[config.mk]
export PLATFORM = sky130hd
export DESIGN_NAME = heading_pid_steering
export DESIGN_NICKNAME = d
export VERILOG_FILES = /design/src/rtl/core/hps_pkg.sv /design/src/rtl/core/hps_mul.sv /design/src/rtl/core/hps_div.sv /design/src/rtl/core/heading_pid_steering.sv
export VERILOG_INCLUDE_DIRS = /design/src /design/src/rtl/core
export SDC_FILE = /design/constraint.sdc
export NUM_CORES = 2
export LEC_CHECK = 0
export BUFFER_PORTS_ARGS = -buffer_cell sky130_fd_sc_hd__buf_2
export CORE_MARGIN = 3
export CORE_UTILIZATION = 50
export DETAILED_ROUTE_END_ITERATION = 10
export HOLD_SLACK_MARGIN = 0.06
export PLACE_DENSITY = 0.66
export SKIP_LAST_GASP = 1
export SYNTH_ARGS = -nofsm -noshare
export SYNTH_HDL_FRONTEND = slang
export SYNTH_SLANG_ARGS = --single-unit
[constraint.sdc]
create_clock -name clk -period 16.6 [get_ports clk]
set_clock_uncertainty 0.1 [all_clocks]
set_input_delay 3.32 -clock clk [delete_from_list [all_inputs] [get_ports clk]]
set_output_delay 3.32 -clock clk [all_outputs]
set_load 0.05 [all_outputs]
[src/rtl/core/assert_macros.svh]
// Assertion macros shared by the RTL of the heading controller.
// No dependencies; the bodies are empty when SYNTHESIS is defined.
`ifndef ASSERT_MACROS_SVH
`define ASSERT_MACROS_SVH
`ifndef SYNTHESIS
// the expression must never be true at a clock edge
`define ASSERT_NEVER(label, clk, rst_n, expr) \
	label: assert property (@(posedge clk) disable iff (!rst_n) !(expr)) \
		else $error("assertion failed: forbidden condition seen");
// whenever ante holds, cons holds at the same edge
`define ASSERT_IMPLY(label, clk, rst_n, ante, cons) \
	label: assert property (@(posedge clk) disable iff (!rst_n) (ante) |-> (cons)) \
		else $error("assertion failed: implication violated");
`else
`define ASSERT_NEVER(label, clk, rst_n, expr)
`define ASSERT_IMPLY(label, clk, rst_n, ante, cons)
`endif
`endif

[src/rtl/core/hps_pkg.sv]
// Shared types and constants of the heading controller.
// No dependencies; used by hps_mul, hps_div and heading_pid_steering.
package hps_pkg;

	// angle scaling: radians times 2^ANGLE_FRAC_BITS
	localparam int ANGLE_FRAC_BITS = 12;
	localparam int PI_Q = int'(((64'd205887 << ANGLE_FRAC_BITS) + 64'd32768) >> 16);
	localparam int TWO_PI_Q = 2 * PI_Q;

	// integral term is scaled by 1/1000 (ms to s)
	localparam int INTEG_SCALE = 1000;

	// shared shift-add multiplier
	localparam int MUL_A_W = 16;
	localparam int MUL_B_W = 32;
	localparam int MUL_P_W = MUL_A_W + MUL_B_W;

	// shared restoring divider
	localparam int DIV_N_W = 48;
	localparam int DIV_D_W = 32;

	typedef enum logic [2:0] {
		REG_GOAL_HEADING  = 3'd0,
		REG_GAIN_PROP     = 3'd1,
		REG_GAIN_INTEG    = 3'd2,
		REG_GAIN_DERIV    = 3'd3,
		REG_TURN_LIMIT    = 3'd4,
		REG_DEAD_BAND     = 3'd5,
		REG_CRUISE_SPEED  = 3'd6,
		REG_UPDATE_PERIOD = 3'd7
	} reg_index_t;

	typedef struct packed {
		logic busy;
		logic done;
	} unit_stat_t;

endpackage

[src/rtl/core/hps_mul.sv]
// Radix-2 shift-add multiplier: one multiplier bit per cycle, unsigned operands.
// Depends on hps_pkg for widths and the unit status struct.
module hps_mul (
	input  logic                          clk,
	input  logic                          arst_n,
	input  logic                          start,
	input  logic [hps_pkg::MUL_A_W-1:0]   mult_a,
	input  logic [hps_pkg::MUL_B_W-1:0]   mult_b,
	output hps_pkg::unit_stat_t           stat,
	output logic [hps_pkg::MUL_P_W-1:0]   product
);

	localparam int CNT_W = $clog2(hps_pkg::MUL_A_W);

	logic                        busy_q;
	logic                        done_q;
	logic [CNT_W-1:0]            cnt_q;
	logic [hps_pkg::MUL_B_W-1:0] hi_q;
	logic [hps_pkg::MUL_A_W-1:0] lo_q;
	logic [hps_pkg::MUL_B_W-1:0] b_q;
	logic [hps_pkg::MUL_B_W-1:0] addend;
	logic [hps_pkg::MUL_B_W:0]   sum;

	assign addend = lo_q[0] ? b_q : '0;
	assign sum = {1'b0, hi_q} + {1'b0, addend};

	always_ff @(posedge clk or negedge arst_n) begin
		if (!arst_n) begin
			busy_q <= 1'b0;
			done_q <= 1'b0;
			cnt_q  <= '0;
		end else begin
			done_q <= 1'b0;
			if (start) begin
				busy_q <= 1'b1;
				cnt_q  <= '0;
			end else if (busy_q) begin
				cnt_q <= cnt_q + 1'b1;
				if (cnt_q == CNT_W'(hps_pkg::MUL_A_W - 1)) begin
					busy_q <= 1'b0;
					done_q <= 1'b1;
				end
			end
		end
	end

	// shift the partial product right, taking in one multiplier bit per cycle
	always_ff @(posedge clk) begin
		if (start) begin
			hi_q <= '0;
			lo_q <= mult_a;
			b_q  <= mult_b;
		end else if (busy_q) begin
			hi_q <= sum[hps_pkg::MUL_B_W:1];
			lo_q <= {sum[0], lo_q[hps_pkg::MUL_A_W-1:1]};
		end
	end

	assign stat.busy = busy_q;
	assign stat.done = done_q;
	assign product   = {hi_q, lo_q};

endmodule

[src/rtl/core/hps_div.sv]
// Restoring divider: one quotient bit per cycle, unsigned operands, divisor nonzero.
// Depends on hps_pkg for widths and the unit status struct.
module hps_div (
	input  logic                          clk,
	input  logic                          arst_n,
	input  logic                          start,
	input  logic [hps_pkg::DIV_N_W-1:0]   dividend,
	input  logic [hps_pkg::DIV_D_W-1:0]   divisor,
	output hps_pkg::unit_stat_t           stat,
	output logic [hps_pkg::DIV_N_W-1:0]   quotient
);

	localparam int CNT_W = $clog2(hps_pkg::DIV_N_W);

	logic                        busy_q;
	logic                        done_q;
	logic [CNT_W-1:0]            cnt_q;
	logic [hps_pkg::DIV_D_W-1:0] rem_q;
	logic [hps_pkg::DIV_N_W-1:0] quo_q;
	logic [hps_pkg::DIV_D_W-1:0] dvs_q;
	logic [hps_pkg::DIV_D_W:0]   trial;
	logic [hps_pkg::DIV_D_W:0]   diff;
	logic                        fits;

	assign trial = {rem_q, quo_q[hps_pkg::DIV_N_W-1]};
	assign diff  = trial - {1'b0, dvs_q};
	assign fits  = (trial >= {1'b0, dvs_q});

	always_ff @(posedge clk or negedge arst_n) begin
		if (!arst_n) begin
			busy_q <= 1'b0;
			done_q <= 1'b0;
			cnt_q  <= '0;
		end else begin
			done_q <= 1'b0;
			if (start) begin
				busy_q <= 1'b1;
				cnt_q  <= '0;
			end else if (busy_q) begin
				cnt_q <= cnt_q + 1'b1;
				if (cnt_q == CNT_W'(hps_pkg::DIV_N_W - 1)) begin
					busy_q <= 1'b0;
					done_q <= 1'b1;
				end
			end
		end
	end

	// dividend bits leave at the top while quotient bits enter at the bottom
	always_ff @(posedge clk) begin
		if (start) begin
			rem_q <= '0;
			quo_q <= dividend;
			dvs_q <= divisor;
		end else if (busy_q) begin
			rem_q <= fits ? diff[hps_pkg::DIV_D_W-1:0] : trial[hps_pkg::DIV_D_W-1:0];
			quo_q <= {quo_q[hps_pkg::DIV_N_W-2:0], fits};
		end
	end

	assign stat.busy = busy_q;
	assign stat.done = done_q;
	assign quotient  = quo_q;

endmodule

[src/rtl/core/heading_pid_steering.sv]
// Heading PID controller: one shared 16-step shift-add multiplier, one 48-step divider.
// An accepted item that comes too early is dropped, one inside the dead band yields a stop
// result, and a PID result takes four multiplies and two divides on the shared units; each
// result waits until the output register is free. One item at a time: the next is accepted
// in the cycle after the result loads the output register, or after a dropped item's check.
// arst_n clears control state, loads register defaults and zeroes the controller state.
`include "assert_macros.svh"

module heading_pid_steering (
	input  logic        clk,
	input  logic        arst_n,
	input  logic        s_tvalid,
	output logic        s_tready,
	input  logic [47:0] s_tdata,      // [31:0] time_now, [46:32] heading, [47] zero
	output logic        m_tvalid,
	input  logic        m_tready,
	output logic [31:0] m_tdata,      // [15:0] forward_speed, [30:16] turn_rate, [31] zero
	output logic        m_tuser,      // [0] stopped
	input  logic        cfg_wr_en,
	input  logic [2:0]  cfg_wr_index,
	input  logic [15:0] cfg_wr_data
);

	localparam int AFB   = hps_pkg::ANGLE_FRAC_BITS;
	localparam int SUM_W = 45;
	localparam int W_W   = SUM_W - AFB;
	localparam logic signed [16:0] TWO_PI_V = 17'(hps_pkg::TWO_PI_Q);
	localparam logic signed [16:0] PI_V     = 17'(hps_pkg::PI_Q);

	typedef enum logic [3:0] {
		ST_IDLE,
		ST_CHECK,
		ST_BAND,
		ST_MUL_E,
		ST_SUM_S,
		ST_MUL_I,
		ST_DIV_I,
		ST_MUL_D,
		ST_DIV_D,
		ST_MUL_P,
		ST_SUM_W,
		ST_CLAMP,
		ST_LIMIT,
		ST_EMIT
	} state_t;

	state_t state_q;

	// configuration
	logic [14:0] goal_heading_q;
	logic [15:0] gain_prop_q;
	logic [15:0] gain_integ_q;
	logic [15:0] gain_deriv_q;
	logic [13:0] turn_limit_q;
	logic [13:0] dead_band_q;
	logic [15:0] cruise_speed_q;
	logic [15:0] update_period_q;

	// controller state
	logic [31:0]        last_update_q;
	logic signed [31:0] integral_q;
	logic signed [15:0] prev_error_q;

	// work registers
	logic [31:0]              now_q;
	logic [31:0]              dt_q;
	logic signed [16:0]       diff_q;
	logic signed [14:0]       r_q;
	logic [25:0]              dd_q;
	logic                     dd_neg_q;
	logic signed [31:0]       s_q;
	logic signed [38:0]       i_q;
	logic signed [42:0]       d_q;
	logic signed [30:0]       p_q;
	logic signed [SUM_W-1:0]  sum_q;
	logic signed [W_W-1:0]    w_q;
	logic [15:0]              res_speed_q;
	logic [14:0]              res_turn_q;
	logic                     res_stop_q;

	// output register
	logic        m_tvalid_q;
	logic [15:0] out_speed_q;
	logic [14:0] out_turn_q;
	logic        out_stop_q;

	// arithmetic units
	logic                          mul_start_q;
	logic                          div_start_q;
	logic [hps_pkg::MUL_A_W-1:0]   mul_a;
	logic [hps_pkg::MUL_B_W-1:0]   mul_b;
	logic [hps_pkg::MUL_P_W-1:0]   mul_product;
	hps_pkg::unit_stat_t           mul_stat;
	logic [hps_pkg::DIV_D_W-1:0]   div_divisor;
	logic [hps_pkg::DIV_N_W-1:0]   div_quotient;
	hps_pkg::unit_stat_t           div_stat;

	// combinational helpers
	logic [15:0]             period;
	logic                    too_early;
	logic signed [16:0]      m1, m2, m3, m4;
	logic [14:0]             r_abs;
	logic                    in_band;
	logic signed [16:0]      rd_diff;
	logic [15:0]             rd_abs;
	logic [25:0]             dd_next;
	logic signed [48:0]      ed_mag;
	logic signed [48:0]      ed;
	logic signed [48:0]      s_sum;
	logic                    s_fits;
	logic signed [31:0]      s_sat;
	logic [31:0]             s_abs;
	logic signed [38:0]      i_mag;
	logic signed [42:0]      d_mag;
	logic signed [30:0]      p_mag;
	logic signed [SUM_W-1:0] w_bias;
	logic signed [SUM_W-1:0] w_biased;
	logic signed [W_W-1:0]   lim_pos;
	logic signed [W_W-1:0]   w_lim;
	logic                    mul_phase;
	logic                    units_busy;

	assign period    = (update_period_q == 16'd0) ? 16'd1 : update_period_q;
	assign too_early = (dt_q < {16'd0, period});

	// wrap goal minus heading into (-pi, pi]
	always_comb begin
		m1 = (diff_q < 0) ? diff_q + TWO_PI_V : diff_q;
		m2 = (m1 < 0) ? m1 + TWO_PI_V : m1;
		m3 = (m2 >= TWO_PI_V) ? m2 - TWO_PI_V : m2;
		m4 = (m3 > PI_V) ? m3 - TWO_PI_V : m3;
	end

	assign r_abs   = r_q[14] ? 15'(-r_q) : 15'(r_q);
	assign in_band = ({1'b0, r_abs} < {2'b00, dead_band_q});

	// |error - previous error| * 1000, sign kept aside
	assign rd_diff = {{2{r_q[14]}}, r_q} - {prev_error_q[15], prev_error_q};
	assign rd_abs  = rd_diff[16] ? 16'(-rd_diff) : 16'(rd_diff);
	assign dd_next = {rd_abs, 10'd0} - {6'd0, rd_abs, 4'd0} - {7'd0, rd_abs, 3'd0};

	// integral update with saturation to 32 bits
	assign ed_mag = {1'b0, mul_product};
	assign ed     = r_q[14] ? -ed_mag : ed_mag;
	assign s_sum  = {{17{integral_q[31]}}, integral_q} + ed;
	assign s_fits = (&s_sum[48:31]) || !(|s_sum[48:31]);
	assign s_sat  = s_fits ? s_sum[31:0] : (s_sum[48] ? 32'sh8000_0000 : 32'sh7fff_ffff);
	assign s_abs  = s_q[31] ? 32'(-s_q) : 32'(s_q);

	assign i_mag = {1'b0, div_quotient[37:0]};
	assign d_mag = {1'b0, div_quotient[41:0]};
	assign p_mag = {1'b0, mul_product[29:0]};

	// truncate toward zero, then clamp to the turn limit
	assign w_bias   = sum_q[SUM_W-1] ? SUM_W'((64'd1 << AFB) - 64'd1) : '0;
	assign w_biased = sum_q + w_bias;
	assign lim_pos  = {{(W_W-14){1'b0}}, turn_limit_q};
	always_comb begin
		if (w_q > lim_pos) begin
			w_lim = lim_pos;
		end else if (w_q < -lim_pos) begin
			w_lim = -lim_pos;
		end else begin
			w_lim = w_q;
		end
	end

	// operand selection for the shared units
	always_comb begin
		case (state_q)
			ST_MUL_E: begin
				mul_a = {1'b0, r_abs};
				mul_b = dt_q;
			end
			ST_MUL_I: begin
				mul_a = gain_integ_q;
				mul_b = s_abs;
			end
			ST_MUL_D: begin
				mul_a = gain_deriv_q;
				mul_b = {6'd0, dd_q};
			end
			default: begin
				mul_a = gain_prop_q;
				mul_b = {17'd0, r_abs};
			end
		endcase
	end

	assign div_divisor = (state_q == ST_DIV_D) ? dt_q : 32'(hps_pkg::INTEG_SCALE);

	hps_mul u_mul (
		.clk     (clk),
		.arst_n  (arst_n),
		.start   (mul_start_q),
		.mult_a  (mul_a),
		.mult_b  (mul_b),
		.stat    (mul_stat),
		.product (mul_product)
	);

	hps_div u_div (
		.clk      (clk),
		.arst_n   (arst_n),
		.start    (div_start_q),
		.dividend (mul_product),
		.divisor  (div_divisor),
		.stat     (div_stat),
		.quotient (div_quotient)
	);

	// sequencer, configuration, controller state and output register
	always_ff @(posedge clk or negedge arst_n) begin
		if (!arst_n) begin
			state_q         <= ST_IDLE;
			mul_start_q     <= 1'b0;
			div_start_q     <= 1'b0;
			goal_heading_q  <= 15'd0;
			gain_prop_q     <= 16'd6144;
			gain_integ_q    <= 16'd41;
			gain_deriv_q    <= 16'd2048;
			turn_limit_q    <= 14'd2458;
			dead_band_q     <= 14'd410;
			cruise_speed_q  <= 16'd200;
			update_period_q <= 16'd1000;
			last_update_q   <= '0;
			integral_q      <= '0;
			prev_error_q    <= '0;
			m_tvalid_q      <= 1'b0;
			out_speed_q     <= '0;
			out_turn_q      <= '0;
			out_stop_q      <= 1'b0;
		end else begin
			mul_start_q <= 1'b0;
			div_start_q <= 1'b0;

			if (cfg_wr_en) begin
				case (hps_pkg::reg_index_t'(cfg_wr_index))
					hps_pkg::REG_GOAL_HEADING:  goal_heading_q  <= cfg_wr_data[14:0];
					hps_pkg::REG_GAIN_PROP:     gain_prop_q     <= cfg_wr_data;
					hps_pkg::REG_GAIN_INTEG:    gain_integ_q    <= cfg_wr_data;
					hps_pkg::REG_GAIN_DERIV:    gain_deriv_q    <= cfg_wr_data;
					hps_pkg::REG_TURN_LIMIT:    turn_limit_q    <= cfg_wr_data[13:0];
					hps_pkg::REG_DEAD_BAND:     dead_band_q     <= cfg_wr_data[13:0];
					hps_pkg::REG_CRUISE_SPEED:  cruise_speed_q  <= cfg_wr_data;
					hps_pkg::REG_UPDATE_PERIOD: update_period_q <= cfg_wr_data;
					default: ;
				endcase
			end

			// drop valid once taken, unless a new result loads in the same cycle
			if (m_tvalid_q && m_tready && state_q != ST_EMIT) begin
				m_tvalid_q <= 1'b0;
			end

			case (state_q)
				ST_IDLE: begin
					if (s_tvalid) begin
						state_q <= ST_CHECK;
					end
				end
				ST_CHECK: begin
					if (too_early) begin
						state_q <= ST_IDLE;
					end else begin
						last_update_q <= now_q;
						state_q       <= ST_BAND;
					end
				end
				ST_BAND: begin
					if (in_band) begin
						state_q <= ST_EMIT;
					end else begin
						mul_start_q <= 1'b1;
						state_q     <= ST_MUL_E;
					end
				end
				ST_MUL_E: begin
					if (mul_stat.done) begin
						state_q <= ST_SUM_S;
					end
				end
				ST_SUM_S: begin
					mul_start_q <= 1'b1;
					state_q     <= ST_MUL_I;
				end
				ST_MUL_I: begin
					if (mul_stat.done) begin
						div_start_q <= 1'b1;
						state_q     <= ST_DIV_I;
					end
				end
				ST_DIV_I: begin
					if (div_stat.done) begin
						mul_start_q <= 1'b1;
						state_q     <= ST_MUL_D;
					end
				end
				ST_MUL_D: begin
					if (mul_stat.done) begin
						div_start_q <= 1'b1;
						state_q     <= ST_DIV_D;
					end
				end
				ST_DIV_D: begin
					if (div_stat.done) begin
						mul_start_q <= 1'b1;
						state_q     <= ST_MUL_P;
					end
				end
				ST_MUL_P: begin
					if (mul_stat.done) begin
						state_q <= ST_SUM_W;
					end
				end
				ST_SUM_W: begin
					state_q <= ST_CLAMP;
				end
				ST_CLAMP: begin
					state_q <= ST_LIMIT;
				end
				ST_LIMIT: begin
					integral_q   <= s_q;
					prev_error_q <= {r_q[14], r_q};
					state_q      <= ST_EMIT;
				end
				ST_EMIT: begin
					// hold the result until the output register is free
					if (!m_tvalid_q || m_tready) begin
						m_tvalid_q  <= 1'b1;
						out_speed_q <= res_speed_q;
						out_turn_q  <= res_turn_q;
						out_stop_q  <= res_stop_q;
						state_q     <= ST_IDLE;
					end
				end
				default: begin
					state_q <= ST_IDLE;
				end
			endcase
		end
	end

	// datapath registers
	always_ff @(posedge clk) begin
		case (state_q)
			ST_IDLE: begin
				if (s_tvalid) begin
					now_q  <= s_tdata[31:0];
					dt_q   <= s_tdata[31:0] - last_update_q;
					diff_q <= {{2{goal_heading_q[14]}}, goal_heading_q}
						- {{2{s_tdata[46]}}, s_tdata[46:32]};
				end
			end
			ST_CHECK: begin
				r_q <= m4[14:0];
			end
			ST_BAND: begin
				res_speed_q <= '0;
				res_turn_q  <= '0;
				res_stop_q  <= 1'b1;
				dd_q        <= dd_next;
				dd_neg_q    <= rd_diff[16];
			end
			ST_SUM_S: begin
				s_q <= s_sat;
			end
			ST_DIV_I: begin
				if (div_stat.done) begin
					i_q <= s_q[31] ? -i_mag : i_mag;
				end
			end
			ST_DIV_D: begin
				if (div_stat.done) begin
					d_q <= dd_neg_q ? -d_mag : d_mag;
				end
			end
			ST_MUL_P: begin
				if (mul_stat.done) begin
					p_q <= r_q[14] ? -p_mag : p_mag;
				end
			end
			ST_SUM_W: begin
				sum_q <= {{(SUM_W-31){p_q[30]}}, p_q}
					+ {{(SUM_W-39){i_q[38]}}, i_q}
					+ {{(SUM_W-43){d_q[42]}}, d_q};
			end
			ST_CLAMP: begin
				w_q <= w_biased[SUM_W-1:AFB];
			end
			ST_LIMIT: begin
				res_speed_q <= cruise_speed_q;
				res_turn_q  <= w_lim[14:0];
				res_stop_q  <= 1'b0;
			end
			default: ;
		endcase
	end

	assign s_tready = (state_q == ST_IDLE);
	assign m_tvalid = m_tvalid_q;
	assign m_tdata  = {1'b0, out_turn_q, out_speed_q};
	assign m_tuser  = out_stop_q;

	assign mul_phase  = state_q inside {ST_MUL_E, ST_MUL_I, ST_MUL_D, ST_MUL_P};
	assign units_busy = mul_stat.busy || div_stat.busy;

	`ASSERT_NEVER(a_units_overlap, clk, arst_n, mul_stat.busy && div_stat.busy)
	`ASSERT_IMPLY(a_accept_units_free, clk, arst_n, s_tvalid && s_tready, !units_busy)
	`ASSERT_IMPLY(a_stop_is_zero, clk, arst_n, m_tvalid && m_tuser, m_tdata == 32'd0)
	`ASSERT_IMPLY(a_mul_done_owned, clk, arst_n, mul_stat.done, mul_phase)

endmodule
# Word-level counts from Yosys, hierarchy flattened
# Cells that the tools add are included.
# word_totals
register_bits	824
in_bits	72
output_inout_bits	35
wordCells	208
# op_classes
add_sub_neg	25
order_cmp	9
n_eq_ne	31
n_mux	63
bitwise	1
reduce_logical	31
# op_table
cell	count
32-bit two-way mux	5
48-bit two-way mux	2
32-bit one-hot mux with 3 select lines	1
16-bit two-way mux	4
32-bit subtractor	2
15-bit two-way mux	4
4-bit one-hot mux with 14 select lines	1
17-bit two-way mux	3
49-bit adder	1
49-bit two-way mux	1
48-bit negator with 49-bit output	1
16-bit one-hot mux with 3 select lines	1
45-bit by 13-bit adder with 45-bit output	1
40-bit by 43-bit adder with 44-bit output	1
4-bit two-way mux	11
42-bit negator with 43-bit output	1
42-bit two-way mux	1
31-bit by 39-bit adder with 40-bit output	1
38-bit negator with 39-bit output	1
38-bit two-way mux	1
32-bit by 32-bit adder with 33-bit output	1
33-bit by 32-bit greater-or-equal comparator with 1-bit output	1
33-bit by 15-bit > comparator with 1-bit output	1
33-bit < comparator	1
53 further kinds	112

# Depth between registers and ports, before layout
# depth
depth_word	8
mapped_depth	30

# Cells and area by module
# From an unflattened synthesis, not the netlist that was laid out.
# hier_totals
cells_unflattened	5015
area_unflattened_um2	52143.8
# by_module_without_submodules
mod	n_inst	cells_per_inst	area_per_inst_um2	seq_area_each_um2
heading_pid_steering	1	3912	40446.3	17264.1
hps_div	1	615	6718.9	3243.1
hps_mul	1	488	4978.5	2232.1

# Least setup slack after synthesis
# No wires, ideal clock.
# synth_timing
path_type	input to register
from	input port s_tdata[0]
to	register dt_q[30] (data pin)
arrival_ns	6.157
t_required_ns	16.242
path_slack_ns	10.086
cell_stages	16
path_buffers	0
cell_sequence	inv_1 ha_1 fa_1 nor2b_1 o21ai_0 a21boi_0 o211a_1 o22ai_1 o21ai_0 a221o_1 a21oi_1 o21ai_0 o41a_1 a211o_1 a21oi_1 xnor2_1
# synth_via
elab_chain_len	1
# synth_rtl
element	line_no	rtl
start, declared	heading_pid_steering.sv:14	input logic [47:0] s_tdata,
32-bit subtractor	heading_pid_steering.sv:350	dt_q <= s_tdata[31:0] - last_update_q;
end signal, assigned	heading_pid_steering.sv:350	
end, declared	heading_pid_steering.sv:66	logic [31:0] dt_q;
# Every way passes these cells.
# A chain may end at the register's enable or synchronous reset.

# Worst setup path in the final report
# layout_timing
from	register u_mul.lo_q[8] in the netlist's numbering
to	register s_q[5] (data pin)
# layout_via
elab_chain_len	7
word_cells_on_any_way	9
# layout_rtl
element	line_no	rtl
start, declared	hps_mul.sv:19	logic [hps_pkg::MUL_A_W-1:0] lo_q;
start signal, assigned	hps_mul.sv:51	lo_q <= mult_a;
start signal, assigned	hps_mul.sv:55	lo_q <= {sum[0], lo_q[hps_pkg::MUL_A_W-1:1]};
48-bit negator with 49-bit output (*)	heading_pid_steering.sv:144	assign ed = r_q[14] ? -ed_mag : ed_mag;
49-bit two-way mux (*)	heading_pid_steering.sv:144	
net ed[24]	heading_pid_steering.sv:108	logic signed [48:0] ed;
49-bit adder (*)	heading_pid_steering.sv:145	assign s_sum = {{17{integral_q[31]}}, integral_q} + ed;
18-bit OR reduction	heading_pid_steering.sv:146	assign s_fits = (&s_sum[48:31]) || !(|s_sum[48:31]);
1-bit zero test	heading_pid_steering.sv:146	
1-bit logical OR	heading_pid_steering.sv:146	
32-bit two-way mux (*)	heading_pid_steering.sv:147	assign s_sat = s_fits ? s_sum[31:0] : (s_sum[48] ? 32'sh8000_0000 : 32'sh7fff_ffff);
net s_sat[5]	heading_pid_steering.sv:111	logic signed [31:0] s_sat;
end signal, assigned	heading_pid_steering.sv:366	s_q <= s_sat;
end, declared	heading_pid_steering.sv:71	logic signed [31:0] s_q;
# Mark *: on every way through the listed nets, which the timed path passes. The rest lies on a longest branch.

==> impl_metrics.py <==
metrics = {
    "cts": {
        "clock_sinks": 820,
        "cts_buffers": 89,
        "htree_levels": 3,
        "cts_tree": "done",
        "post_cts_buffers": 0,
        "cts-root-buf": "clkbuf_16",
        "post_cts_resized": 0,
        "path_clk_slew_ns": 0.06,
        "hold_buffers": 0,
        "cts.path.max_buffers": 3,
        "worstSkewPairLatency_ns": 0.68,
    },
    "synthesis": {
        "synthFlopType": "edfxtp_1",
        "synth_fp_nets": 5395,
        "synth-simple-area-share_pct": 13.9,
        "avgSynthCellArea_um2": 10.4,
        "async_reset_ff_share_pct": 31.1,
        "muxShareOfSynthArea_pct": 5.81,
        "netlist.area_leader.share_pct": 29.3,
        "yosysSeqAreaShare_pct": 44.3,
        "ys_warn_count": 0,
        "synth_area_leaders": "edfxtp_1, dfrtp_1, ha_1",
        "syn-cell-area_um2": 51300,
        "syn_inst": 4921,
        "yosys.cell_types.count": 108,
        "synth_common_cells": "edfxtp_1, nand2_1, ha_1, xnor2_1, nor2_1",
        "ys_seq_elements": 820,
        "yosysMostFrequentCell": "edfxtp_1",
        "synth-xor-area-share_pct": 7.62,
        "synthAdderAreaFrac_pct": 10.7,
        "synth.largest_area_cell": "edfxtp_1",
        "synth_compound_area_share_pct": 14.1,
        "synth_top_family_by_area": "compound AO/OA/AOI/OAI gates",
        "synth_enable_flop_cells": 501,
    },
    "grt": {
        "grt_pass1_wl_mm": 197,
        "antenna_found_initial": 2,
        "grt_overflow": 0,
        "grt_usage_pct": 22.9,
        "grt_pass1_vias": 36300,
        "grt_max_degree": 81,
    },
    "critical_path": {
        "critPathMaxFanout": 14,
        "cp-start-kind": "flip-flop",
        "critPathKind": "flip-flop to flip-flop",
        "required_ns": 16.88,
        "worstPathArrival_ns": 8.09,
        "cp-end-kind": "flip-flop",
    },
    "routing": {
        "vias": 37000,
        "drtIter0Drc": 2361,
        "antenna_left": 0,
        "routed_wl_mm": 123,
        "drt-vias-per-instance": 5.76,
        "drtPass1Iterations": 6,
        "route.detailed.drc": 0,
        "wl_per_cell_um": 19.2,
    },
    "power_and_ir_drop": {
        "power.leakage_nw": 22.9,
        "peakVddDrop_v": 0.0000882,
        "powerDensity_nw_per_um2": 81.6,
    },
    "sta": {
        "grt_setup_unrepaired": "no",
        "finalCritPeriodShare_pct": 47.1,
        "slew_viol_final": 0,
        "fin_setup_tns_ns": 0,
        "final_hold_viol_count": 0,
        "setup_viol": 0,
        "fmax_ghz": 0.128,
        "fin_ws_ns": 8.78,
        "relSlewSlack_pct": 20.7,
        "fin_crit_ns": 7.82,
        "worst_slew_pin_slew_ns": 1.18,
    },
    "placed_design": {
        "detailedPlace.worstSlack_ns": 8.97,
        "place_congestion": 0.897,
        "portBuffers": 104,
        "dp_hpwl_mm": 90.8,
    },
    "final_layout": {
        "fin_util_pct": 55.7,
        "multi_input_area_um2": 26900,
        "num_antenna_cells": 0,
        "area_growth_pct": 9.65,
        "drive_above_1_share_pct": 12.3,
        "fin_nets": 5458,
        "regArea_um2": 22700,
        "fillerInstances": 8801,
    },
    "floorplan": {
        "coreArea_um2": 101000,
        "start_util_pct": 50.8,
        "num_rows": 116,
        "die_y_um": 326,
        "die_w_um": 326,
        "ios": 107,
        "die_area_um2": 107000,
    },
    "run": {
        "cap_viol_max_count": 0,
    },
    "worst_hold_path": {
        "hold_path.class": "flip-flop to flip-flop",
    },
    "status": {
        "status": "finished, final reports clean",
    },
}
-- critical path, stage by stage (launching register included) --
cell and delay (ns):
edfxtp_1 0.50, or4_4 0.60, nor3_4 0.20, nand3_2 0.20, or3_4 0.45, o41ai_1 0.33, xnor2_1 0.17, ha_1 0.37
and2_1 0.21, and3_1 0.22, nand4_1 0.18, nor4b_1 0.83, or2_2 0.28, a2bb2oi_1 0.36, mux2_2 0.24, nor2_1 0.05
or4b_2 0.67, nand4bb_1 0.87, nor3b_1 0.53, a211oi_1 0.09
-- final timing paths --
path | slack [ns] | endpoint | start | depth (start not counted)
min in group asynchronous | 2.51 | out_turn_q[9]$_DFFE_PN0P_ | arst_n | 1
min reg2reg | 0.37 | m_tuser$_DFFE_PN0P_ | res_stop_q$_DFFE_PP_ | 1
max in group asynchronous | 11.64 | u_div.busy_q$_DFF_PN0_ | arst_n | 3
max | 8.78 | s_q[5]$_DFFE_PP_ | u_mul.lo_q[8]$_DFFE_PP_ | 19
min | 0.37 | m_tuser$_DFFE_PN0P_ | res_stop_q$_DFFE_PP_ | 1
max reg2reg | 8.78 | s_q[5]$_DFFE_PP_ | u_mul.lo_q[8]$_DFFE_PP_ | 19
-- metrics by stage --
| stage | power (mW) | std cells | hold slack [ns] | cell area, um2 |
|---|---|---|---|---|
| after floorplan | 2.51 | 4921 | 0.352 | 51300 |
| after global placement | 2.60 | 6250 | 0.356 | 53300 |
| after detailed placement | 2.61 | 6250 | 0.362 | 53300 |
| after CTS | 4.64 | 6417 | 0.376 | 56300 |
| after global routing | 4.77 | 6417 | 0.384 | 56300 |
| final | 4.59 | 6417 | 0.372 | 56300 |
-- where the power goes --
group | total, mW | switching, mW | internal, mW
Combinational | 0.291 | 0.152 | 0.139
Sequential | 2.28 | 0.0499 | 2.23
Clock | 2.02 | 0.858 | 1.16
Total | 4.59 | 1.06 | 3.53
-- cells by family (layout without fill, tap and decap cells) --
logic type                 after synthesis  in the layout
and+or+nand+nor                       1421           1421
AOI/OAI and AO/OA                     1087           1087
DFF                                    820            820
buffers and inverters                  474            613
xor gates and xnor gates               445            445
adders and majority gates              403            403
muxes                                  270            270
other                                    1              1
-- registers in the layout, indices dropped and copies added (netlist names), 23 cells and up --
| signal | cells |
|---|---|
| sum_q | 44 |
| i_q | 39 |
| w_q | 33 |
| dt_q | 32 |
| u_mul.b_q | 32 |
| u_div.quotient | 48 |
| integral_q | 32 |
| p_q | 31 |
| now_q | 32 |
| u_div.dvs_q | 32 |
| u_mul.hi_q | 32 |
| d_q | 43 |
| dd_q | 23 |
| last_update_q | 32 |
| u_div.rem_q | 32 |
| s_q | 32 |
-- layout by cell type, fill, tap and decap left out, drive strengths merged, types with 224 or more instances in the layout --
cell type and count:
edfxtp 501, nand2 419, ha 343, xnor2 338, nor2 312, inv 306
a21oi 251, o21ai 232, dfrtp 229, mux2 224
-- metal layers --
metal	global-route usage, %	vias up	share of wire [%]
met3	2.41	193	4.6
met4	6.53	0	2.8
met2	38.2	746	47
li1	-	18100	-
met1	31.7	18000	46
met5	0	-	0
-- final cells by class --
class                           count  share of cell area [%]
Clock buffer                      118                    4.48
Clock inverter                     49                   0.862
Inverter                          303                    2.02
Multi-Input combinational cell   3627                    47.7
Sequential cell                   820                    40.4
Tap cell                         1357                    3.02
Timing Repair Buffer              143                    1.46
No activity file was read; power rests on OpenSTA's default activity.
